**src/rtl/core/rc4_pkg.sv**
```systemverilog
// rc4 cipher package: widths, register codes, fsm states and key select type
`timescale 1ns / 1ps

package rc4_pkg;

    localparam int PERM_DEPTH    = 256;
    localparam int PERM_ADDR_W   = $clog2(PERM_DEPTH);
    localparam int MAX_KEY_BYTES = 32;
    localparam int KEY_IDX_W     = $clog2(MAX_KEY_BYTES);
    localparam int KEY_LEN_W     = 6;
    localparam int KEY_WORDS     = 4;
    localparam int KEY_WORD_W    = 64;
    localparam int CFG_INDEX_W   = 3;

    localparam logic [CFG_INDEX_W-1:0] CFG_KEY_LEN    = 3'd0;
    localparam logic [CFG_INDEX_W-1:0] CFG_KEY_WORD_0 = 3'd1;
    localparam logic [CFG_INDEX_W-1:0] CFG_KEY_WORD_1 = 3'd2;
    localparam logic [CFG_INDEX_W-1:0] CFG_KEY_WORD_2 = 3'd3;
    localparam logic [CFG_INDEX_W-1:0] CFG_KEY_WORD_3 = 3'd4;

    localparam logic KIND_REKEY = 1'b0;

    typedef enum logic [8:0] {
        ST_IDLE   = 9'b000000001,
        ST_INIT   = 9'b000000010,
        ST_KS_A   = 9'b000000100,
        ST_KS_B   = 9'b000001000,
        ST_KS_C   = 9'b000010000,
        ST_KS_D   = 9'b000100000,
        ST_DT_J   = 9'b001000000,
        ST_DT_T   = 9'b010000000,
        ST_DT_OUT = 9'b100000000
    } state_t;

    typedef struct packed {
        logic [7:0] key_byte;
        logic       key_wrap;
    } key_sel_t;

endpackage

```
**src/rtl/core/rc4_stream_cipher.sv**
```systemverilog
// rc4 stream cipher top level: permutation memory, schedule and keystream fsm
//
// usage: write the key length (index 0) and key words (index 1..4) on the cfg
// channel while the block is idle, then send an input beat with kind = 0 to
// run the key schedule. each input beat with kind = 1 gives one output beat
// holding data_byte xor the next keystream byte. data beats sent before the
// first rekey are taken and dropped.
// a data beat taken from idle runs through st_dt_j, st_dt_t and st_dt_out,
// which loads the output register. the single permutation memory does three
// reads and two writes per data byte; the next byte's first read is shared
// with the last write: st_dt_out takes a new beat if the output is free.
// rekey: an identity fill of the memory, then the key walk st_ks_a to
// st_ks_d for each entry; no input beat is taken during it.
// the output register holds one result; while the receiver stalls, one more
// data beat can be taken and run up to its last step, where the block then
// waits with in_ready low.
// reset clears the counters, the keyed flag and the key words, sets the key
// length to 1; the memory is only defined after the first rekey.
`timescale 1ns / 1ps

module rc4_stream_cipher
    import rc4_pkg::*;
(
    input  logic                   clk,
    input  logic                   rst_n,
    input  logic                   cfg_valid,
    output logic                   cfg_ready,
    input  logic [CFG_INDEX_W-1:0] cfg_index,
    input  logic [KEY_WORD_W-1:0]  cfg_data,
    input  logic                   in_valid,
    output logic                   in_ready,
    input  logic                   kind,
    input  logic [7:0]             data_byte,
    output logic                   out_valid,
    input  logic                   out_ready,
    output logic [7:0]             out_byte
);

    state_t                 state_reg, state_next;
    logic [PERM_ADDR_W-1:0] cnt_reg, cnt_next;
    logic [KEY_IDX_W-1:0]   kidx_reg, kidx_next;
    logic [7:0]             i_reg, i_next;
    logic [7:0]             j_reg, j_next;
    logic [7:0]             si_reg, si_next;
    logic [7:0]             sj_reg, sj_next;
    logic [7:0]             data_reg, data_next;
    logic                   fwd_reg, fwd_next;
    logic                   keyed_reg, keyed_next;
    logic                   out_valid_reg, out_valid_next;
    logic [7:0]             out_byte_reg, out_byte_next;

    logic [7:0]             perm_mem [PERM_DEPTH];
    logic                   mem_rd_en;
    logic [PERM_ADDR_W-1:0] mem_rd_addr;
    logic [7:0]             mem_rd_data_reg;
    logic                   mem_wr_en;
    logic [PERM_ADDR_W-1:0] mem_wr_addr;
    logic [7:0]             mem_wr_data;

    key_sel_t               key_sel;
    logic                   in_fire;
    logic                   out_free;
    logic [7:0]             i_inc;
    logic [7:0]             si_cur;
    logic [7:0]             j_sum;
    logic [7:0]             t_idx;
    logic [7:0]             ks_byte;

    rc4_cfg u_cfg (
        .clk       (clk),
        .rst_n     (rst_n),
        .cfg_valid (cfg_valid),
        .cfg_ready (cfg_ready),
        .cfg_index (cfg_index),
        .cfg_data  (cfg_data),
        .kidx      (kidx_reg),
        .key_sel   (key_sel)
    );

    always_ff @(posedge clk)
    begin
        if (mem_wr_en)
            perm_mem[mem_wr_addr] <= mem_wr_data;
    end

    always_ff @(posedge clk)
    begin
        if (mem_rd_en)
            mem_rd_data_reg <= perm_mem[mem_rd_addr];
    end

    assign out_free  = !out_valid_reg || out_ready;
    assign in_ready  = (state_reg == ST_IDLE) || ((state_reg == ST_DT_OUT) && out_free);
    assign in_fire   = in_valid && in_ready;
    assign out_valid = out_valid_reg;
    assign out_byte  = out_byte_reg;

    assign i_inc  = i_reg + 8'd1;
    assign si_cur = fwd_reg ? si_reg : mem_rd_data_reg;
    assign t_idx  = si_reg + sj_reg;

    // keystream byte after both swaps of the current step
    always_comb
    begin
        if (t_idx == j_reg)
            ks_byte = si_reg;
        else if (t_idx == i_reg)
            ks_byte = sj_reg;
        else
            ks_byte = mem_rd_data_reg;
    end

    always_comb
    begin
        state_next     = state_reg;
        cnt_next       = cnt_reg;
        kidx_next      = kidx_reg;
        i_next         = i_reg;
        j_next         = j_reg;
        si_next        = si_reg;
        sj_next        = sj_reg;
        data_next      = data_reg;
        fwd_next       = fwd_reg;
        keyed_next     = keyed_reg;
        out_valid_next = out_valid_reg && !out_ready;
        out_byte_next  = out_byte_reg;
        mem_rd_en      = 1'b0;
        mem_rd_addr    = cnt_reg;
        mem_wr_en      = 1'b0;
        mem_wr_addr    = cnt_reg;
        mem_wr_data    = cnt_reg;
        j_sum          = j_reg + mem_rd_data_reg + key_sel.key_byte;

        case (state_reg)
            ST_IDLE: ;
            ST_INIT:
            begin
                mem_wr_en = 1'b1;
                if (cnt_reg == PERM_ADDR_W'(PERM_DEPTH - 1))
                begin
                    cnt_next   = '0;
                    kidx_next  = '0;
                    state_next = ST_KS_A;
                end
                else
                    cnt_next = cnt_reg + PERM_ADDR_W'(1);
            end
            ST_KS_A:
            begin
                mem_rd_en  = 1'b1;
                state_next = ST_KS_B;
            end
            ST_KS_B:
            begin
                j_next      = j_sum;
                si_next     = mem_rd_data_reg;
                mem_rd_en   = 1'b1;
                mem_rd_addr = j_sum;
                kidx_next   = key_sel.key_wrap ? '0 : kidx_reg + KEY_IDX_W'(1);
                state_next  = ST_KS_C;
            end
            ST_KS_C:
            begin
                mem_wr_en   = 1'b1;
                mem_wr_data = mem_rd_data_reg;
                state_next  = ST_KS_D;
            end
            ST_KS_D:
            begin
                mem_wr_en   = 1'b1;
                mem_wr_addr = j_reg;
                mem_wr_data = si_reg;
                if (cnt_reg == PERM_ADDR_W'(PERM_DEPTH - 1))
                begin
                    i_next     = '0;
                    j_next     = '0;
                    keyed_next = 1'b1;
                    state_next = ST_IDLE;
                end
                else
                begin
                    cnt_next   = cnt_reg + PERM_ADDR_W'(1);
                    state_next = ST_KS_A;
                end
            end
            ST_DT_J:
            begin
                si_next     = si_cur;
                j_next      = j_reg + si_cur;
                mem_rd_en   = 1'b1;
                mem_rd_addr = j_reg + si_cur;
                state_next  = ST_DT_T;
            end
            ST_DT_T:
            begin
                sj_next     = mem_rd_data_reg;
                mem_wr_en   = 1'b1;
                mem_wr_addr = i_reg;
                mem_wr_data = mem_rd_data_reg;
                mem_rd_en   = 1'b1;
                mem_rd_addr = si_reg + mem_rd_data_reg;
                state_next  = ST_DT_OUT;
            end
            ST_DT_OUT:
            begin
                mem_wr_en   = 1'b1;
                mem_wr_addr = j_reg;
                mem_wr_data = si_reg;
                if (out_free)
                begin
                    out_valid_next = 1'b1;
                    out_byte_next  = data_reg ^ ks_byte;
                    state_next     = ST_IDLE;
                end
            end
            default: state_next = ST_IDLE;
        endcase

        // new beat, taken from idle or overlapped with the last write
        if (in_fire)
        begin
            if (kind == KIND_REKEY)
            begin
                cnt_next   = '0;
                j_next     = '0;
                state_next = ST_INIT;
            end
            else if (keyed_reg)
            begin
                mem_rd_en   = 1'b1;
                mem_rd_addr = i_inc;
                i_next      = i_inc;
                data_next   = data_byte;
                fwd_next    = (state_reg == ST_DT_OUT) && (j_reg == i_inc);
                state_next  = ST_DT_J;
            end
        end
    end

    always_ff @(posedge clk or negedge rst_n)
    begin
        if (!rst_n)
        begin
            state_reg     <= ST_IDLE;
            cnt_reg       <= '0;
            kidx_reg      <= '0;
            i_reg         <= '0;
            j_reg         <= '0;
            fwd_reg       <= 1'b0;
            keyed_reg     <= 1'b0;
            out_valid_reg <= 1'b0;
        end
        else
        begin
            state_reg     <= state_next;
            cnt_reg       <= cnt_next;
            kidx_reg      <= kidx_next;
            i_reg         <= i_next;
            j_reg         <= j_next;
            fwd_reg       <= fwd_next;
            keyed_reg     <= keyed_next;
            out_valid_reg <= out_valid_next;
        end
    end

    always_ff @(posedge clk)
    begin
        si_reg       <= si_next;
        sj_reg       <= sj_next;
        data_reg     <= data_next;
        out_byte_reg <= out_byte_next;
    end

endmodule

```
**src/rtl/core/rc4_cfg.sv**
```systemverilog
// rc4 configuration registers and key byte selection
`timescale 1ns / 1ps

module rc4_cfg
    import rc4_pkg::*;
(
    input  logic                   clk,
    input  logic                   rst_n,
    input  logic                   cfg_valid,
    output logic                   cfg_ready,
    input  logic [CFG_INDEX_W-1:0] cfg_index,
    input  logic [KEY_WORD_W-1:0]  cfg_data,
    input  logic [KEY_IDX_W-1:0]   kidx,
    output key_sel_t               key_sel
);

    logic [KEY_LEN_W-1:0]  key_len_reg;
    logic [KEY_WORD_W-1:0] key_word_reg [KEY_WORDS];
    logic [KEY_LEN_W-1:0]  len_m1;
    logic [KEY_IDX_W-1:0]  key_last;
    logic [5:0]            bit_ofs;

    assign cfg_ready = 1'b1;

    always_ff @(posedge clk or negedge rst_n)
    begin
        if (!rst_n)
        begin
            key_len_reg     <= KEY_LEN_W'(1);
            key_word_reg[0] <= '0;
            key_word_reg[1] <= '0;
            key_word_reg[2] <= '0;
            key_word_reg[3] <= '0;
        end
        else if (cfg_valid && cfg_ready)
        begin
            case (cfg_index)
                CFG_KEY_LEN:    key_len_reg     <= cfg_data[KEY_LEN_W-1:0];
                CFG_KEY_WORD_0: key_word_reg[0] <= cfg_data;
                CFG_KEY_WORD_1: key_word_reg[1] <= cfg_data;
                CFG_KEY_WORD_2: key_word_reg[2] <= cfg_data;
                CFG_KEY_WORD_3: key_word_reg[3] <= cfg_data;
                default: ;
            endcase
        end
    end

    // effective length clamped to 1..MAX_KEY_BYTES, kept as last index
    assign len_m1 = key_len_reg - KEY_LEN_W'(1);

    always_comb
    begin
        if (key_len_reg == '0)
            key_last = '0;
        else if (key_len_reg > KEY_LEN_W'(MAX_KEY_BYTES))
            key_last = KEY_IDX_W'(MAX_KEY_BYTES - 1);
        else
            key_last = len_m1[KEY_IDX_W-1:0];
    end

    assign bit_ofs = {kidx[2:0], 3'b000};

    assign key_sel.key_byte = key_word_reg[kidx[KEY_IDX_W-1:3]][bit_ofs +: 8];
    assign key_sel.key_wrap = (kidx == key_last);

endmodule
```
**config.mk**
```make
export PLATFORM = sky130hd
export DESIGN_NAME = rc4_stream_cipher
export DESIGN_NICKNAME = d
export VERILOG_FILES = /design/src/rtl/core/rc4_pkg.sv /design/src/rtl/core/rc4_stream_cipher.sv /design/src/rtl/core/rc4_cfg.sv
export SDC_FILE = /design/constraint.sdc
export NUM_CORES = 2
export LEC_CHECK = 0
export CAP_MARGIN = 40
export CORE_MARGIN = 8
export CORE_UTILIZATION = 50
export CTS_BUF_LIST = sky130_fd_sc_hd__clkbuf_8
export CTS_CLUSTER_SIZE = 30
export DETAILED_ROUTE_END_ITERATION = 8
export DONT_BUFFER_PORTS = 1
export PLACE_DENSITY = 0.67
export SYNTH_ARGS = -nofsm -noshare
export SYNTH_HDL_FRONTEND = slang
export SYNTH_SLANG_ARGS = --single-unit
```
**constraint.sdc**
```tcl
create_clock -name clk -period 10.2 [get_ports clk]
set_clock_uncertainty 0.15 [all_clocks]
set_input_delay 2.04 -clock clk [delete_from_list [all_inputs] [get_ports clk]]
set_output_delay 2.04 -clock clk [all_outputs]
set_load 0.005 [all_outputs]
```
==> reports/metrics.cfg <==
[outcome]
run_status=finished, violations left
violations=DRC

[routing]
drtIter0Drc=9793
wl_um=312000
vias_per_cell=6.40
dr.pass1.iters=9
vias=66700
ant_nets=0
drc=1
wl_per_cell_um=30.0

[sta]
slew_headroom_pct=20.5
fin_ws_ns=1.78
fmax_ghz=0.119
fin_crit_sh_pct=82.5
worst_pin_slew_ns=1.19
hold_viol_final=0
setup_viol=0
finalCriticalPeriod_ns=8.42
tns_ns=0
slew_violations=0
rsz0062_at_grt=no

[floorplan]
dieArea_sq_um=215000
fp.dieH_um=464
num_io_pins=92
die_w_um=464
fp-row-count=164
coreArea_sq_um=199000
start_util_pct=50.2

[power]
power_leakage_nw=40.0
p_per_area_nw_per_um2=220
max-vdd-ir-drop_mv=0.160

[synth]
synthFlopType=edfxtp_1
synthArstFlopShare_pct=12.7
synthCells=7258
synth_edf_count=2088
syn-num-nets=7383
ys_warn_count=0
ys_seq_area_share_pct=70.2
synth_area_sq_um=100000
ys_types=97
synth_seq_cells=2391
postSynthAreaPerCell_sq_um=13.8

[worst_setup_path]
crit_chain=mux4_2 -> mux4_2 -> mux2i_1 -> fa_1 -> inv_1 -> ha_1 -> inv_1 -> fa_1 -> nor3b_1 -> a32oi_1 -> and2_0 -> o31a_2 -> buf_4 -> a21oi_1 -> nor4_1 -> o22ai_1 -> a211oi_1 -> o32ai_1 -> or4b_1
r2r-end=mem_rd_data_reg[2]
worstPathRequired_ns=10.88
crit_start=kidx_reg[3]
r2r_start=kidx_reg[3]
rrSetupSlack_ns=1.78
crit_path_start_kind=register
slowest_delay_ns=0.93
r2r_cells=19
end_kind=register
cp.arrival_ns=9.10
critical_path_class=register to register
crit_path_max_fanout=41
crit_end=mem_rd_data_reg[2]
cpMaxStageDelayCell=dfrtp_4

[placed_design]
port_buffers=0
place_area_sq_um=104000
dp_hpwl_um=195000
gp_congestion=0.950
dp.cells=9711
place_ws_ns=1.90

[cts]
numCtsBuffers=395
clk_latency_ns=1.09
cts_tree=done
post-cts-setup-buffers=0
cts_buffer_depth=4
htree_levels=5
cts_hold_buffers=0
post_cts.resized_instances=0
clock-sinks=2391
clk_pin_slew_ns=0.06
clockRootBuffer=clkbuf_8

[global_route]
gr-usage-all-layers_pct=28.0
grt_antenna_before_repair=8
overflow=0
grt_pass1_vias=63600
grt_pass1_wl_um=448000
grt_start_max_net_pins=304

[cells_and_area]
layout_common_cells=edfxtp_1, nand2_1, nand3_1
fin_area_sq_um=111000
final_common_cell=edfxtp_1
largest_reg_flops=2048
fin_cells=10400
layout-drive-gt1-share_pct=15.7
syn_to_final_growth_pct=11.1
final_nets=7583
final_core_utilization_pct=55.8

[worst_hold_path]
holdPathStages=1
hold_class=register to register

[run]
cap_violations=0

metal layers:
| layer | GRT usage [%] | routed length, um | up-vias |
|---|---|---|---|
| met3 | 8.03 | 39900 | 943 |
| met2 | 42.0 | 140000 | 4784 |
| li1 | - | - | 27800 |
| met5 | 0 | 0 | - |
| met1 | 37.2 | 114000 | 33100 |
| met4 | 14.4 | 18600 | 0 |
Yosys cell counts, drive strengths merged, types with 13 or more instances:
| cell | n | area [sq um] |
|---|---|---|
| o22ai | 65 | 407 |
| xnor2 | 40 | 350 |
| edfxtp | 2088 | 62700 |
| mux4 | 78 | 1760 |
| inv | 28 | 108 |
| nor4 | 38 | 244 |
| o221ai | 62 | 543 |
| nor2b | 16 | 100 |
| nor3 | 50 | 255 |
| nand4 | 62 | 388 |
| xor2 | 26 | 228 |
| and3 | 114 | 713 |
| nand2 | 1413 | 5310 |
| mux2 | 310 | 3490 |
| a221oi | 34 | 298 |
| nor2 | 356 | 1340 |
| a21o | 14 | 105 |
| mux2i | 325 | 3250 |
| a311oi | 21 | 184 |
| o211ai | 16 | 120 |
| a211oi | 48 | 365 |
| nand3 | 446 | 2230 |
| ha | 33 | 413 |
| dfrtp | 301 | 7530 |
| a31o | 13 | 114 |
| o31ai | 18 | 135 |
| a21oi | 268 | 1340 |
| a31oi | 111 | 707 |
| a22oi | 53 | 403 |
| a32oi | 32 | 288 |
| clkbuf | 171 | 642 |
| and2 | 13 | 81.3 |
| buf | 301 | 1630 |
| o21ai | 93 | 465 |
final cells by class:
type	instances	area, sq um
diodes	8	20.0
multi-input cells	4367	27800
clock inverters	279	1370
repair buffers	275	2690
flip-flops and latches	2391	70300
clock buffers	418	5750
well taps	2656	3320
fillers	15900	88100
inverters	28	108
cell families (layout without fill, tap and decap cells):
| group | after synthesis | after routing | synth area share [%] |
|---|---|---|---|
| and+or+nand+nor | 2567 | 2567 | 11.1 |
| xor gates and xnor gates | 67 | 67 | 0.601 |
| buffers and inverters | 500 | 1000 | 2.38 |
| AOI/OAI and AO/OA | 974 | 974 | 6.62 |
| other | 1 | 9 | 0.00374 |
| DFF | 2391 | 2391 | 70.2 |
| adders and majority gates | 45 | 45 | 0.642 |
| muxes | 713 | 713 | 8.49 |
power breakdown:
| part | total, W | internal (W) | switching, W |
|---|---|---|---|
| combinational | 0.00548 | 0.00166 | 0.00381 |
| sequential | 0.0113 | 0.0111 | 0.000144 |
| clock | 0.00776 | 0.00397 | 0.00379 |
worst min path at each step:
stage | from | end | slack (ns)
after floorplan | u_cfg.key_word_reg[100] | u_cfg.key_word_reg[100] | 0.32
after global placement | u_cfg.key_word_reg[110] | u_cfg.key_word_reg[110] | 0.33
after detailed placement | u_cfg.key_word_reg[90] | u_cfg.key_word_reg[90] | 0.34
after CTS | u_cfg.key_word_reg[90] | u_cfg.key_word_reg[90] | 0.35
after global routing | u_cfg.key_word_reg[71] | u_cfg.key_word_reg[71] | 0.36
final | u_cfg.key_word_reg[201] | u_cfg.key_word_reg[201] | 0.35
worst max-delay path, delay by kind of cell, from the launching register on:
family,cells,cell delay (ns)
and+or+nand+nor,4,1.59
AOI/OAI and AO/OA,6,2.31
muxes,3,1.32
DFF,1,0.93
buffers and inverters,3,0.56
adders and majority gates,3,1.24
through the flow:
stage | total power, W | hold slack [ns]
finish | 0.0245 | 0.348
detailed placement | 0.0168 | 0.338
CTS | 0.0245 | 0.352
floorplan | 0.0148 | 0.324
global placement | 0.0167 | 0.331
global route | 0.0252 | 0.358
Note: power is estimated with default switching activity, not from simulation.
